$ cat src/sv/i2r_pkg.sv
`timescale 1ns / 1ps
// ----------------------------------------------------------------------------
// i2r_pkg
// Shared types, constants and lookup functions for the integer to Roman
// numeral converter.
// ----------------------------------------------------------------------------
package i2r_pkg;

  localparam int unsigned VALUE_W  = 12;
  localparam int unsigned SYMBOL_W = 8;
  localparam int unsigned DIGIT_W  = 4;

  localparam logic [VALUE_W-1:0] MAX_VALUE = 12'd3999;

  localparam logic [SYMBOL_W-1:0] ASCII_I = 8'h49;
  localparam logic [SYMBOL_W-1:0] ASCII_V = 8'h56;
  localparam logic [SYMBOL_W-1:0] ASCII_X = 8'h58;
  localparam logic [SYMBOL_W-1:0] ASCII_L = 8'h4C;
  localparam logic [SYMBOL_W-1:0] ASCII_C = 8'h43;
  localparam logic [SYMBOL_W-1:0] ASCII_D = 8'h44;
  localparam logic [SYMBOL_W-1:0] ASCII_M = 8'h4D;
  localparam logic [SYMBOL_W-1:0] ASCII_NUL = 8'h00;

  localparam logic [1:0] DEC_THOUSANDS = 2'd3;
  localparam logic [1:0] DEC_HUNDREDS  = 2'd2;
  localparam logic [1:0] DEC_TENS      = 2'd1;
  localparam logic [1:0] DEC_UNITS     = 2'd0;

  typedef enum logic [1:0] {
    ST_IDLE,
    ST_DIGIT,
    ST_EMIT
  } state_t;

  typedef enum logic [1:0] {
    K_ONE,
    K_FIVE,
    K_TEN
  } kind_t;

  typedef struct packed {
    logic       valid;
    logic       err;
    logic       last;
    logic [1:0] decade;
    kind_t      kind;
  } emit_t;

  // Place value of a decade.
  function automatic logic [VALUE_W-1:0] decade_weight(input logic [1:0] decade);
    logic [VALUE_W-1:0] w;
    case (decade)
      DEC_THOUSANDS: w = 12'd1000;
      DEC_HUNDREDS:  w = 12'd100;
      DEC_TENS:      w = 12'd10;
      DEC_UNITS:     w = 12'd1;
      default:       w = 12'd1;
    endcase
    return w;
  endfunction

  // Number of letters that one decimal digit writes.
  function automatic logic [2:0] digit_len(input logic [DIGIT_W-1:0] d);
    logic [2:0] n;
    case (d)
      4'd0:    n = 3'd0;
      4'd1:    n = 3'd1;
      4'd2:    n = 3'd2;
      4'd3:    n = 3'd3;
      4'd4:    n = 3'd2;
      4'd5:    n = 3'd1;
      4'd6:    n = 3'd2;
      4'd7:    n = 3'd3;
      4'd8:    n = 3'd4;
      4'd9:    n = 3'd2;
      default: n = 3'd0;
    endcase
    return n;
  endfunction

  // Which of the one, five and ten symbols stands at position k of a digit.
  function automatic kind_t digit_kind(input logic [DIGIT_W-1:0] d, input logic [1:0] k);
    kind_t r;
    if (d == 4'd9) begin
      r = (k == 2'd0) ? K_ONE : K_TEN;
    end else if (d == 4'd4) begin
      r = (k == 2'd0) ? K_ONE : K_FIVE;
    end else if (d >= 4'd5) begin
      r = (k == 2'd0) ? K_FIVE : K_ONE;
    end else begin
      r = K_ONE;
    end
    return r;
  endfunction

  // ASCII letter for a symbol kind within a decade.
  function automatic logic [SYMBOL_W-1:0] roman_letter(input logic [1:0] decade,
                                                       input kind_t kind);
    logic [SYMBOL_W-1:0] c;
    c = ASCII_NUL;
    case (decade)
      DEC_THOUSANDS: c = ASCII_M;
      DEC_HUNDREDS: begin
        case (kind)
          K_ONE:   c = ASCII_C;
          K_FIVE:  c = ASCII_D;
          K_TEN:   c = ASCII_M;
          default: c = ASCII_NUL;
        endcase
      end
      DEC_TENS: begin
        case (kind)
          K_ONE:   c = ASCII_X;
          K_FIVE:  c = ASCII_L;
          K_TEN:   c = ASCII_C;
          default: c = ASCII_NUL;
        endcase
      end
      DEC_UNITS: begin
        case (kind)
          K_ONE:   c = ASCII_I;
          K_FIVE:  c = ASCII_V;
          K_TEN:   c = ASCII_X;
          default: c = ASCII_NUL;
        endcase
      end
      default: c = ASCII_NUL;
    endcase
    return c;
  endfunction

endpackage

$ cat src/sv/i2r_sub_unit.sv
`timescale 1ns / 1ps
// ----------------------------------------------------------------------------
// i2r_sub_unit
// Shared compare and subtract unit used to peel decimal digits off the
// remaining value one place value at a time.
// ----------------------------------------------------------------------------
module i2r_sub_unit (
  input  logic [i2r_pkg::VALUE_W-1:0] a,
  input  logic [i2r_pkg::VALUE_W-1:0] b,
  output logic                        ge,
  output logic [i2r_pkg::VALUE_W-1:0] diff
);
  import i2r_pkg::*;

  logic [VALUE_W:0] wide_diff;

  // The borrow out of the subtraction doubles as the compare result.
  assign wide_diff = {1'b0, a} - {1'b0, b};
  assign ge        = ~wide_diff[VALUE_W];
  assign diff      = wide_diff[VALUE_W-1:0];

endmodule

$ cat src/sv/i2r_seq.sv
`timescale 1ns / 1ps
// ----------------------------------------------------------------------------
// i2r_seq
// Sequencer: takes a value, extracts each decimal digit by repeated
// subtraction on the shared unit, and steps through the letters of each digit.
// ----------------------------------------------------------------------------
module i2r_seq (
  input  logic                        clk,
  input  logic                        rst_n,
  input  logic                        start,
  input  logic [i2r_pkg::VALUE_W-1:0] in_value,
  output logic                        busy,
  output i2r_pkg::emit_t              emit
);
  import i2r_pkg::*;

  state_t               state_r, state_nxt;
  logic [VALUE_W-1:0]   rem_r, rem_nxt;
  logic [DIGIT_W-1:0]   digit_r, digit_nxt;
  logic [1:0]           decade_r, decade_nxt;
  logic [1:0]           k_r, k_nxt;

  logic                 sub_ge;
  logic [VALUE_W-1:0]   sub_diff;
  logic [2:0]           len;
  logic                 final_letter;
  logic                 bad_value;

  i2r_sub_unit u_sub (
    .a    (rem_r),
    .b    (decade_weight(decade_r)),
    .ge   (sub_ge),
    .diff (sub_diff)
  );

  assign len          = digit_len(digit_r);
  assign final_letter = ({1'b0, k_r} == (len - 3'd1));
  assign bad_value    = (in_value == '0) || (in_value > MAX_VALUE);
  assign busy         = (state_r != ST_IDLE);

  always_ff @(posedge clk) begin
    if (!rst_n) begin
      state_r <= ST_IDLE;
    end else begin
      state_r <= state_nxt;
    end
  end

  always_ff @(posedge clk) begin
    rem_r    <= rem_nxt;
    digit_r  <= digit_nxt;
    decade_r <= decade_nxt;
    k_r      <= k_nxt;
  end

  // Next state and datapath updates.
  always_comb begin
    state_nxt  = state_r;
    rem_nxt    = rem_r;
    digit_nxt  = digit_r;
    decade_nxt = decade_r;
    k_nxt      = k_r;
    case (state_r)
      ST_IDLE: begin
        if (start && !bad_value) begin
          state_nxt  = ST_DIGIT;
          rem_nxt    = in_value;
          digit_nxt  = '0;
          decade_nxt = DEC_THOUSANDS;
        end
      end
      ST_DIGIT: begin
        if (sub_ge) begin
          rem_nxt   = sub_diff;
          digit_nxt = digit_r + 4'd1;
        end else if (len == 3'd0) begin
          // A zero digit writes nothing; move on to the next place value, or finish after the units.
          if (decade_r == DEC_UNITS) begin
            state_nxt = ST_IDLE;
          end else begin
            decade_nxt = decade_r - 2'd1;
          end
        end else begin
          state_nxt = ST_EMIT;
          k_nxt     = '0;
        end
      end
      ST_EMIT: begin
        if (final_letter) begin
          // Nothing left below this digit ends the numeral early.
          if (rem_r == '0 || decade_r == DEC_UNITS) begin
            state_nxt = ST_IDLE;
          end else begin
            state_nxt  = ST_DIGIT;
            decade_nxt = decade_r - 2'd1;
            digit_nxt  = '0;
          end
        end else begin
          k_nxt = k_r + 2'd1;
        end
      end
      default: begin
        state_nxt = ST_IDLE;
      end
    endcase
  end

  // Letter request toward the output stage.
  always_comb begin
    emit.valid  = 1'b0;
    emit.err    = 1'b0;
    emit.last   = 1'b0;
    emit.decade = decade_r;
    emit.kind   = digit_kind(digit_r, k_r);
    case (state_r)
      ST_IDLE: begin
        if (start && bad_value) begin
          emit.valid = 1'b1;
          emit.err   = 1'b1;
          emit.last  = 1'b1;
        end
      end
      ST_EMIT: begin
        emit.valid = 1'b1;
        emit.last  = final_letter && (rem_r == '0);
      end
      default: begin
        emit.valid = 1'b0;
      end
    endcase
  end

  a_digit_range: assert property (@(posedge clk) disable iff (!rst_n)
    (state_r != ST_IDLE) |-> (digit_r <= 4'd9))
    else $error("digit counter ran past nine");

  a_rem_below_weight: assert property (@(posedge clk) disable iff (!rst_n)
    (state_r == ST_EMIT) |-> !sub_ge)
    else $error("emitting a digit that was not fully extracted");

  a_last_ends_item: assert property (@(posedge clk) disable iff (!rst_n)
    (emit.valid && emit.last && !emit.err) |=> (state_r == ST_IDLE))
    else $error("sequencer still busy after the final letter");

  a_err_only_idle: assert property (@(posedge clk) disable iff (!rst_n)
    (emit.valid && emit.err) |-> (state_r == ST_IDLE && !busy))
    else $error("error result raised outside idle");

endmodule

$ cat src/sv/i2r_out_stage.sv
`timescale 1ns / 1ps
// ----------------------------------------------------------------------------
// i2r_out_stage
// Output register: maps a letter request to its ASCII code and presents each
// result for one cycle with a strobe.
// ----------------------------------------------------------------------------
module i2r_out_stage (
  input  logic                         clk,
  input  logic                         rst_n,
  input  i2r_pkg::emit_t               emit,
  output logic                         out_valid,
  output logic [i2r_pkg::SYMBOL_W-1:0] out_symbol,
  output logic                         out_last,
  output logic                         out_out_of_range
);
  import i2r_pkg::*;

  logic                valid_r;
  logic [SYMBOL_W-1:0] symbol_r, symbol_nxt;
  logic                last_r;
  logic                oor_r;

  assign symbol_nxt = emit.err ? ASCII_NUL : roman_letter(emit.decade, emit.kind);

  always_ff @(posedge clk) begin
    if (!rst_n) begin
      valid_r <= 1'b0;
    end else begin
      valid_r <= emit.valid;
    end
  end

  always_ff @(posedge clk) begin
    symbol_r <= symbol_nxt;
    last_r   <= emit.last;
    oor_r    <= emit.err;
  end

  assign out_valid        = valid_r;
  assign out_symbol       = symbol_r;
  assign out_last         = last_r;
  assign out_out_of_range = oor_r;

  a_err_is_last: assert property (@(posedge clk) disable iff (!rst_n)
    (valid_r && oor_r) |-> (last_r && symbol_r == ASCII_NUL))
    else $error("error result must be a single last result");

  a_letter_nonzero: assert property (@(posedge clk) disable iff (!rst_n)
    (valid_r && !oor_r) |-> (symbol_r != ASCII_NUL))
    else $error("numeral letter came out as zero");

  a_strobe_follows: assert property (@(posedge clk) disable iff (!rst_n)
    emit.valid |=> valid_r)
    else $error("letter request lost in the output register");

endmodule

$ cat src/sv/integer_to_roman_numeral_core.sv
`timescale 1ns / 1ps
// ----------------------------------------------------------------------------
// integer_to_roman_numeral_core
// Converts a 12-bit integer to its Roman numeral, one ASCII letter per result.
// ----------------------------------------------------------------------------
// A value is transferred when start is high and busy is low. Each result
// shows on the out_ ports for exactly one cycle while out_valid is high, in
// the cycle after it is produced, and the receiver has no way to stall it. For
// 1 to 3999 the letters come most significant digit first and out_last marks
// the final one. A value of 0 or above 3999 gives one result with symbol 0,
// out_last and out_out_of_range set, and busy never rises for it. A valid
// value keeps busy high while the shared compare and subtract unit extracts
// each decimal digit and while the letters of that digit are emitted;
// decades below the last nonzero digit are skipped.
// ----------------------------------------------------------------------------
module integer_to_roman_numeral_core (
  input  logic                         clk,
  input  logic                         rst_n,
  input  logic                         start,
  output logic                         busy,
  input  logic [i2r_pkg::VALUE_W-1:0]  in_value,
  output logic                         out_valid,
  output logic [i2r_pkg::SYMBOL_W-1:0] out_symbol,
  output logic                         out_last,
  output logic                         out_out_of_range
);
  import i2r_pkg::*;

  emit_t emit;

  i2r_seq u_seq (
    .clk      (clk),
    .rst_n    (rst_n),
    .start    (start),
    .in_value (in_value),
    .busy     (busy),
    .emit     (emit)
  );

  i2r_out_stage u_out (
    .clk              (clk),
    .rst_n            (rst_n),
    .emit             (emit),
    .out_valid        (out_valid),
    .out_symbol       (out_symbol),
    .out_last         (out_last),
    .out_out_of_range (out_out_of_range)
  );

endmodule
$ cat config.mk
export PLATFORM = sky130hd
export DESIGN_NAME = integer_to_roman_numeral_core
export DESIGN_NICKNAME = d
export VERILOG_FILES = /design/src/sv/i2r_pkg.sv /design/src/sv/i2r_sub_unit.sv /design/src/sv/i2r_seq.sv /design/src/sv/i2r_out_stage.sv /design/src/sv/integer_to_roman_numeral_core.sv
export SDC_FILE = /design/constraint.sdc
export NUM_CORES = 1
export LEC_CHECK = 0
export BUFFER_PORTS_ARGS = -buffer_cell sky130_fd_sc_hd__buf_2
export CELL_PAD_IN_SITES_DETAIL_PLACEMENT = 0
export CELL_PAD_IN_SITES_GLOBAL_PLACEMENT = 2
export CORE_MARGIN = 2
export CORE_UTILIZATION = 36
export DETAILED_ROUTE_END_ITERATION = 8
export PLACE_DENSITY = 0.89
export SETUP_SLACK_MARGIN = 0.15
export SKIP_CTS_REPAIR_TIMING = 1
export SLEW_MARGIN = 10
export SYNTH_ARGS = -nofsm -noshare
export SYNTH_HDL_FRONTEND = slang
export SYNTH_SLANG_ARGS = --single-unit
$ cat constraint.sdc
create_clock -name clk -period 4.7 [get_ports clk]
set_input_delay 1.41 -clock clk [delete_from_list [all_inputs] [get_ports clk]]
set_output_delay 1.41 -clock clk [all_outputs]
set_load 0.02 [all_outputs]
==> results.yml, run 1 <==
power_and_ir_drop:
  leakagePower_nw: 1.13
  p_per_area_nw_per_um2: 763
  ir_drop_mv: 0.364
global_routing:
  grt_pass1_vias: 1867
  globalRouteOverflowTotal: 0
  gr-usage-met3_pct: 3.21
  grt_first_pass_wirelength_um: 8930
  busiest_layer: "met2"
  met2_usage_pct: 24.9
  grt_use_total_pct: 15.7
  grt_use_met1_pct: 20.9
  grt_max_degree: 27
  antenna_found_initial: 0
timing:
  rsz0062_at_grt: "false"
  tns_ns: 0
  hold_violations: 0
  slew_headroom_pct: 51.0
  fmaxAchievable_mhz: 321
  report.final.setup_viol: 0
  tightest_slew_ns: 0.733
  fin_crit_ns: 3.12
  drv_slew: 0
  period_share_pct: 66.4
  clock-skew-final_ns: 0.00719
synthesis:
  ys_async_sr_fraction_pct: 0
  netlist_instances: 257
  avgSynthCellArea_um2: 9.23
  yosys.area_share.simple_pct: 20.6
  synth-xor-area-share_pct: 4.43
  muxShareOfSynthArea_pct: 3.54
  synth_compound_area_share_pct: 16.0
  synthAdderAreaFrac_pct: 13.5
  synth_top_family_by_area: "simple AND/OR/NAND/NOR gates"
  synth-edff-count: 20
  yosys.cell_types.count: 53
  seq_area_frac_synth_pct: 37.2
  ys.flop_type: "edfxtp_1"
  syn_area_um2: 2370
  synth-seq-cells: 34
  ys_warn_count: 0
die:
  start_util_pct: 37.3
  fp.dieArea_um2: 7250
  core.rowCount: 29
  core-area_um2: 6350
  die_height_um: 85.2
  io_pins: 27
  die_w_um: 85.2
clock_network:
  clk_pin_slew_ns: 0.08
  ctsRootBufferMaster: "clkbuf_8"
  cts-htree-levels: 2
  max-clock-path-buffers: 2
  cts.sinks: 34
  insertion_delay_ns: 0.30
  cts_tree: "built"
  cts_buffers: 5
placed_design:
  post-dp-hpwl_um: 4150
  dpl.cell_count: 354
  port_buffers: 24
  place_congestion: 0.785
  place_area_um2: 2570
flow_run:
  maxCapViolCount: 0
min_path:
  min_from: "u_seq.state_r[0]"
  min_path_type: "reg2reg"
  hold_depth: 2
layout:
  area_growth_pct: 13.0
  fill_cells: 639
  final_area_um2: 2680
  drive_gt1_share_pct: 15.1
  finalNetCount: 324
  diodes: 0
  fin_cells: 362
route:
  routed_wl_um: 5290
  avgViaCountPerCell: 5.24
  first_pass_iters: 4
  vias: 1897
  antenna_left: 0
  drt_iter0_markers: 92
  route.detailed.drc: 0
  wl_per_cell_um: 14.6
worst_setup_path:
  rr_startpoint: "u_seq.decade_r[0]"
  cp-startpoint: "u_seq.decade_r[0]"
  worstRegToRegCells: 10
  worst_setup_path_end_kind: "flip-flop"
  worstSetupPathDepth: 10
  critical_path.top_delay_family: "compound AO/OA/AOI/OAI gates"
  critPathKind: "reg2reg"
  worst_path_max_delay_cell: "edfxtp_1"
  crit_chain: "inv_1, ha_1, inv_1, ha_1, nor2b_1, o21ai_1, o221ai_2, a21oi_1, a41oi_1, a21oi_1"
  path_max_fanout: 6
  path_buf_inv: 2
  worst_ep_arrival_time_ns: 3.10
  critPathRequiredTime_ns: 4.68
  cpPeakStageDelay_ns: 0.47
  cp-start-kind: "flip-flop"
outcome:
  status: "finished clean"
[final cells by class]
| cell class | count | area (µm²) | area share [%] |
|---|---|---|---|
| clock inverters | 2 | 12.5 | 0.467 |
| inverters | 20 | 75.1 | 2.80 |
| multi-input cells | 197 | 1390 | 51.7 |
| flip-flops and latches | 34 | 881 | 32.9 |
| clock buffers | 6 | 93.8 | 3.50 |
| repair buffers | 26 | 135 | 5.04 |
| well taps | 77 | 96.3 | 3.60 |
[metal layers]
metal	vias to the layer above	share of wire, %
met5	-	0
met1	874	50
li1	978	-
met4	0	0.74
met2	41	45
met3	4	4.4
[worst min-delay path: cells and delay by family, from the launching register on]
kind,cells,cell delay [ns]
and+or+nand+nor,1,0.06
muxes,1,0.06
DFF,1,0.34
[cells in the final DEF, fill, tap and decap left out, types with 3 or more instances in the layout]
master / instances
a21oi_1: 16
a31oi_1: 5
and2_1: 3
buf_2: 24
clkbuf_8: 5
dfxtp_1: 14
edfxtp_1: 20
ha_1: 24
inv_1: 20
mux2_2: 3
mux2i_1: 5
nand2_1: 26
nand2b_1: 6
nand3_1: 9
nand4_1: 3
nor2_1: 27
nor2b_1: 5
nor3_1: 5
nor4_1: 3
o21ai_0: 5
or3_1: 3
xnor2_1: 7
xor2_1: 5
[sequential cells by signal, indices dropped and copies added (netlist names)]
signal and cells:
u_seq.k_r 2, u_out.out_last 1, u_out.out_out_of_range 1, u_seq.rem_r 12, u_out.out_valid 1, u_out.out_symbol 6
u_seq.state_r 2, u_seq.digit_r 4, u_seq.len 3, u_seq.decade_r 2
[stage by stage]
| stage | hold slack, ns | util, % | setup WS (ns) | power, mW |
|---|---|---|---|---|
| floorplan | 0.468 | - | 1.45 | 1.50 |
| global placement | 0.491 | 40.5 | 1.51 | 1.78 |
| detailed placement | 0.507 | 40.5 | 1.42 | 1.79 |
| CTS | 0.517 | 42.2 | 1.61 | 2.06 |
| global route | 0.538 | 42.2 | 1.34 | 2.23 |
| finish | 0.512 | 42.2 | 1.58 | 2.04 |
[cell usage after synthesis (all sizes together) (2+ instances only)]
cell type  number  area share [%]
a211oi          2            0.63
a21oi          16             3.4
a311oi          2            0.74
a31oi           6             2.2
and2            3            0.79
buf             2            0.63
clkbuf          5            0.79
dfxtp          14              12
edfxtp         20              25
ha             24              13
inv            20             3.2
mux2            3             1.4
mux2i           5             2.1
nand2          26             4.1
nand2b          6             1.6
nand3           9             1.9
nand4           3            0.79
nor2           27             4.3
nor2b           5             1.3
nor3            6             1.7
nor4            3            0.79
o21a            2            0.63
o21ai           6             1.3
o21bai          2            0.63
o221ai          2             1.0
o32a            2            0.84
or3             3            0.79
or4             2            0.63
xnor2           7             2.6
xor2            5             1.8
[path summary, 6_finish.rpt]
check / endpoint / slack [ns]
max reg2reg: u_seq.k_r[0] / 1.58
min: u_seq.state_r[0] / 0.51
max: u_seq.k_r[0] / 1.58
min reg2reg: u_seq.state_r[0] / 0.51
[where the power goes]
group          internal, mW  switching (mW)
Sequential            0.492           0.105
Clock                 0.137           0.121
Combinational         0.472           0.715
[cells by family after synthesis]
kind of cell / count (synthesis)
other: 1
buffers and inverters: 27
DFF: 34
and+or+nand+nor: 98
AOI/OAI and AO/OA: 52
xor gates and xnor gates: 12
adders and majority gates: 25
muxes: 8
No activity file was read; power rests on OpenSTA's default activity.
==> run 2: changes to the inputs <==
ABC_AREA = 1   (was not set)
CORE_UTILIZATION = 34   (was 36)
clock period = 3.2 ns   (was 4.7 ns; I/O delays follow)
==> run 2 against run 1 <==
Effect of this change:
- clock skew up 0.0013 ns
- via count is 6.2% higher
- setup slack worse by 1.1 ns
- critical endpoint is now u_seq.k_r[1]
- worst hold slack gained 0.021 ns
- flip-flop and latch count unchanged
- area after synthesis is 2.5% higher
- cell area up 3.2%
- first-iteration DRC count up 76%
- non-clock buffer count is 1 lower
- highest routed layer unchanged
- core utilization down 2.0 points
- largest cell class unchanged
- critical path type unchanged
- total power increased by 64%
==> results.yml, run 2 <==
outcome:
  status: "finished clean"
route:
  first_pass_iters: 4
  top_layer: "met4"
  antenna_left: 0
  met2_length_um: 2550
  routed_wl_um: 5410
  route.met3.wl_um: 148
  avgViaCountPerCell: 4.58
  met1_length_um: 2660
  drt_iter0_markers: 162
  route.detailed.drc: 0
  vias: 2015
  wl_per_cell_um: 12.3
synthesis:
  ys_async_sr_fraction_pct: 0
  synth_top_area_share_pct: 24.7
  synth-seq-cells: 34
  synthMostInstantiatedCell: "nand2_1"
  yosys.cell_types.count: 37
  yosysTopAreaCell: "edfxtp_1"
  ys.flop_type: "edfxtp_1"
  synthTopCellsByArea: "edfxtp_1, ha_1, dfxtp_1, nand2_1, inv_1"
  avgSynthCellArea_um2: 7.72
  syn_area_um2: 2430
  yosys-top-cells-count: "nand2_1, inv_1, nor2_1, ha_1, edfxtp_1"
  ys_warn_count: 0
  synth-edff-count: 20
  seq_area_frac_synth_pct: 36.2
  netlist_instances: 315
layout:
  area_growth_pct: 13.7
  largest_reg_flops: 12
  fin_cells: 440
  drive_gt1_share_pct: 17.2
  finalNetCount: 383
  diodes: 0
  layout_commonest_cell: "nand2_1"
  regMostFlops: "u_seq.rem_r"
  layout_common_cells: "nand2_1, inv_1, nor2_1, ha_1, buf_2"
timing:
  tns_ns: 0
  drv_slew: 0
  fmaxAchievable_mhz: 372
  whs_ns: 0.533
  tightest_slew_ns: 0.595
  rsz0062_at_grt: "false"
  period_share_pct: 84.0
  clock-skew-final_ns: 0.00852
  hold_violations: 0
  fin_crit_ns: 2.69
  report.final.setup_viol: 0
  slew_headroom_pct: 60.3
flow_run:
  maxCapViolCount: 0
power_and_ir_drop:
  p_per_area_nw_per_um2: 1210
  ir_drop_mv: 0.425
  leakagePower_nw: 1.34
clock_network:
  cts.sinks: 34
  cts_tree: "built"
  clk_pin_slew_ns: 0.08
  cts-htree-levels: 2
  cts_buffers: 5
  ctsRootBufferMaster: "clkbuf_8"
  insertion_delay_ns: 0.29
  max-clock-path-buffers: 2
worst_setup_path:
  crit_chain: "ha_1, inv_2, ha_1, a21oi_1, inv_1, nor2_1, nand3_1, nand2_1, inv_1, a211oi_1"
  crit_path_end: "u_seq.k_r[1]"
  critPathRequiredTime_ns: 3.15
  worstRegToRegCells: 10
  rr_startpoint: "u_seq.decade_r[0]"
  cpPeakStageDelay_ns: 0.47
  cp-startpoint: "u_seq.decade_r[0]"
  path_max_fanout: 7
  worst_setup_path_end_kind: "flip-flop"
  critPathKind: "reg2reg"
  cp-start-kind: "flip-flop"
  worst_path_max_delay_cell: "edfxtp_1"
  r2r_setup_slack_ns: 0.51
  worst_ep_arrival_time_ns: 2.64
  r2r-end: "u_seq.k_r[1]"
die:
  die_w_um: 88.6
  fp.dieArea_um2: 7840
  die_height_um: 88.6
  start_util_pct: 35.4
  core-area_um2: 6870
  io_pins: 27
  core.rowCount: 30
placed_design:
  dpl.cell_count: 432
  post-dp-hpwl_um: 4360
  place_congestion: 0.870
  port_buffers: 24
global_routing:
  globalRouteOverflowTotal: 0
  grt_use_total_pct: 15.2
  grt_max_degree: 21
  grt_pass1_vias: 1911
  antenna_found_initial: 0
  grt_first_pass_wirelength_um: 8920
min_path:
  min_path_type: "reg2reg"
-- run 2: cell types whose count changed in the layout (fill, tap and decap cells not counted), moves of 5 or more --
cell      previous run  this run
inv_1               20        46
mux2i_1              5         0
nand2_1             26        64
nand2_2              0        12
nand2b_1             6         0
nand3_1              9        17
nor2_1              27        33
nor2b_1              5         0
o21ai_0              5        14
xnor2_1              7         2
-- run 2: stage by stage --
step / worst slack (ns) / cell area, µm² / utilization, % / total power [mW]
6_report: 0.511 / 2760 / 40.2 / 3.35
5_1_grt: 0.268 / 2760 / 40.2 / 3.73
4_1_cts: 0.386 / 2760 / 40.2 / 3.40
3_5_place_dp: 0.411 / 2660 / 38.7 / 3.01
3_3_place_gp: 0.516 / 2660 / 38.7 / 3.01
2_1_floorplan: 0.725 / 2430 / - / 2.51
-- run 2: per-layer routing --
metal | vias up | track usage (%)
li1 | 1076 | -
met1 | 914 | 20.1
met2 | 20 | 25.1
met3 | 5 | 3.92
met4 | 0 | 3.72
met5 | - | 0
-- run 2: critical path: cells and delay by family (launching register included) --
kind	cells	cell delay, ns
buffers and inverters	3	0.29
and+or+nand+nor	3	0.42
AOI/OAI and AO/OA	2	0.57
DFF	1	0.47
adders and majority gates	2	0.61
-- run 2: worst min-delay path by stage --
| stage | slack (ns) | cells after the start | to | from |
|---|---|---|---|---|
| 2_1_floorplan | 0.49 | 2 | u_seq.state_r[1] | u_seq.state_r[1] |
| 3_3_place_gp | 0.52 | 2 | u_seq.state_r[1] | u_seq.state_r[1] |
| 3_5_place_dp | 0.53 | 2 | u_seq.state_r[1] | u_seq.state_r[1] |
| 4_1_cts | 0.54 | 2 | u_seq.state_r[1] | u_seq.state_r[1] |
| 5_1_grt | 0.57 | 2 | u_seq.state_r[1] | u_seq.state_r[1] |
| 6_report | 0.53 | 2 | u_seq.state_r[1] | u_seq.state_r[1] |
-- run 2: cell type report --
type | instances | area (µm²)
Fill cell | 720 | 4110
Tap cell | 96 | 120
Multi-Input combinational cell | 227 | 1340
Timing Repair Buffer | 25 | 128
Sequential cell | 34 | 881
Clock buffer | 6 | 93.8
Clock inverter | 2 | 13.8
Inverter | 50 | 188
-- run 2: kinds of logic (layout without fill, tap and decap cells) --
kind of cell	count (synthesis)	in the layout	share of synthesized area [%]
adder cells (fa/ha/maj)	25	25	13.2
flip-flops	34	34	36.2
AND/OR/NAND/NOR	144	144	27.4
other	1	2	0.154
AO/OA/AOI/OAI	48	48	11.3
XOR/XNOR	8	8	2.88
buffers and inverters	55	83	8.80
-- run 2: power by group --
group          total, mW  internal (mW)  leakage (nW)  switching [mW]
clock network      0.373          0.201        0.0529           0.172
registers          0.896          0.761         0.311           0.135
logic               2.09          0.737         0.973            1.35
total               3.35           1.70          1.34            1.66
==> run 3: changes to the inputs <==
clock period = 2.7 ns   (was 3.2 ns; I/O delays follow)
==> run 3 against run 2 <==
Effect of this change:
- non-clock buffer count increased by 8
- register-to-register slack got worse by 0.29 ns
- wire length increased by 5.0%
- highest routed layer unchanged
==> results.yml, run 3 (synthesis gave the netlist of run 2 again) <==
outcome:
  status: "finished clean"
die:
  die_w_um: 88.6
  io_pins: 27
  core.rowCount: 30
  die_height_um: 88.6
  fp.dieArea_um2: 7840
  start_util_pct: 35.4
  core-area_um2: 6870
placed_design:
  place_congestion: 0.813
  post-dp-hpwl_um: 4420
  port_buffers: 24
  dp_slack_ns: 0.0942
route:
  drt_iter0_markers: 85
  first_pass_iters: 4
  routed_wl_um: 5680
  avgViaCountPerCell: 4.69
  antenna_left: 0
  wl_per_cell_um: 12.7
  route.detailed.drc: 0
  vias: 2103
timing:
  rsz0062_at_grt: "true"
  fmaxAchievable_mhz: 404
  drv_slew: 0
  period_share_pct: 91.7
  fin_crit_ns: 2.48
  setup_ws_ns: 0.224
  hold_violations: 0
  clock-skew-final_ns: 0.00905
  report.final.setup_viol: 0
  tns_ns: 0
worst_setup_path:
  worst_setup_path_end_kind: "flip-flop"
  critPathRequiredTime_ns: 2.70
  cp-start-kind: "flip-flop"
  r2r_setup_slack_ns: 0.22
  path_max_fanout: 12
  worst_ep_arrival_time_ns: 2.48
  critPathKind: "reg2reg"
clock_network:
  cts_buffers: 5
  cts.sinks: 34
  clk_pin_slew_ns: 0.07
  cts_tree: "built"
  insertion_delay_ns: 0.29
  cts-htree-levels: 2
  ctsRootBufferMaster: "clkbuf_8"
  max-clock-path-buffers: 2
layout:
  diodes: 0
  layout_commonest_cell: "nand2_1"
  area_growth_pct: 19.7
  finalNetCount: 391
  largest_reg_flops: 12
  drive_gt1_share_pct: 23.0
  layout_common_cells: "nand2_1, inv_1, nor2_1, buf_2, edfxtp_1"
  regMostFlops: "u_seq.rem_r"
  fill_cells: 691
flow_run:
  maxCapViolCount: 0
global_routing:
  grt_pass1_vias: 1965
  grt_max_degree: 19
  antenna_found_initial: 0
  globalRouteOverflowTotal: 0
  grt_use_total_pct: 15.1
  grt_first_pass_wirelength_um: 9090
min_path:
  min_path_type: "reg2reg"
[run 3: final cells by class]
type | count | area (µm²) | area share [%]
clock buffer | 6 | 72.6 | 2.49
clock inverter | 2 | 10.0 | 0.344
tap | 96 | 120 | 4.13
inverter | 50 | 188 | 6.45
sequential | 34 | 881 | 30.3
timing repair buffer | 33 | 204 | 7.01
multi-input combinational | 227 | 1430 | 49.3
[run 3: metrics by stage]
| stage | util [%] | area [µm²] | hold slack, ns | instances |
|---|---|---|---|---|
| floorplan | - | 2430 | 0.490 | 316 |
| global placement | 39.2 | 2690 | 0.523 | 435 |
| detailed placement | 39.2 | 2690 | 0.526 | 435 |
| CTS | 40.4 | 2770 | 0.537 | 443 |
| global route | 42.3 | 2910 | 0.569 | 448 |
| finish | 42.3 | 2910 | 0.531 | 448 |
[run 3: routing by layer]
layer	up-vias	track usage [%]	share of wire, %
met3	5	2.80	2.6
met5	-	0	0
met1	974	20.0	48
met4	0	3.72	0.88
met2	29	25.5	49
li1	1095	-	-
[run 3: critical path, cell delays in order (launching register included)]
cell      delay [ns]
edfxtp_1        0.52
inv_2           0.12
ha_2            0.20
ha_2            0.18
fa_2            0.40
o21ai_4         0.17
nand3_2         0.12
nand4_4         0.13
o211ai_1        0.10
inv_1           0.10
buf_12          0.15
[run 3: final timing paths]
kind / from / endpoint / cells past startpoint
max reg2reg: u_seq.decade_r[0] / u_seq.rem_r[11] / 10
min: u_seq.state_r[1] / u_seq.state_r[1] / 2
min reg2reg: u_seq.state_r[1] / u_seq.state_r[1] / 2
max: u_seq.decade_r[0] / u_seq.rem_r[11] / 10
Power of run 3 is not shown: default switching activity piles up to over one toggle a cycle in this logic, so the estimate is an artifact.
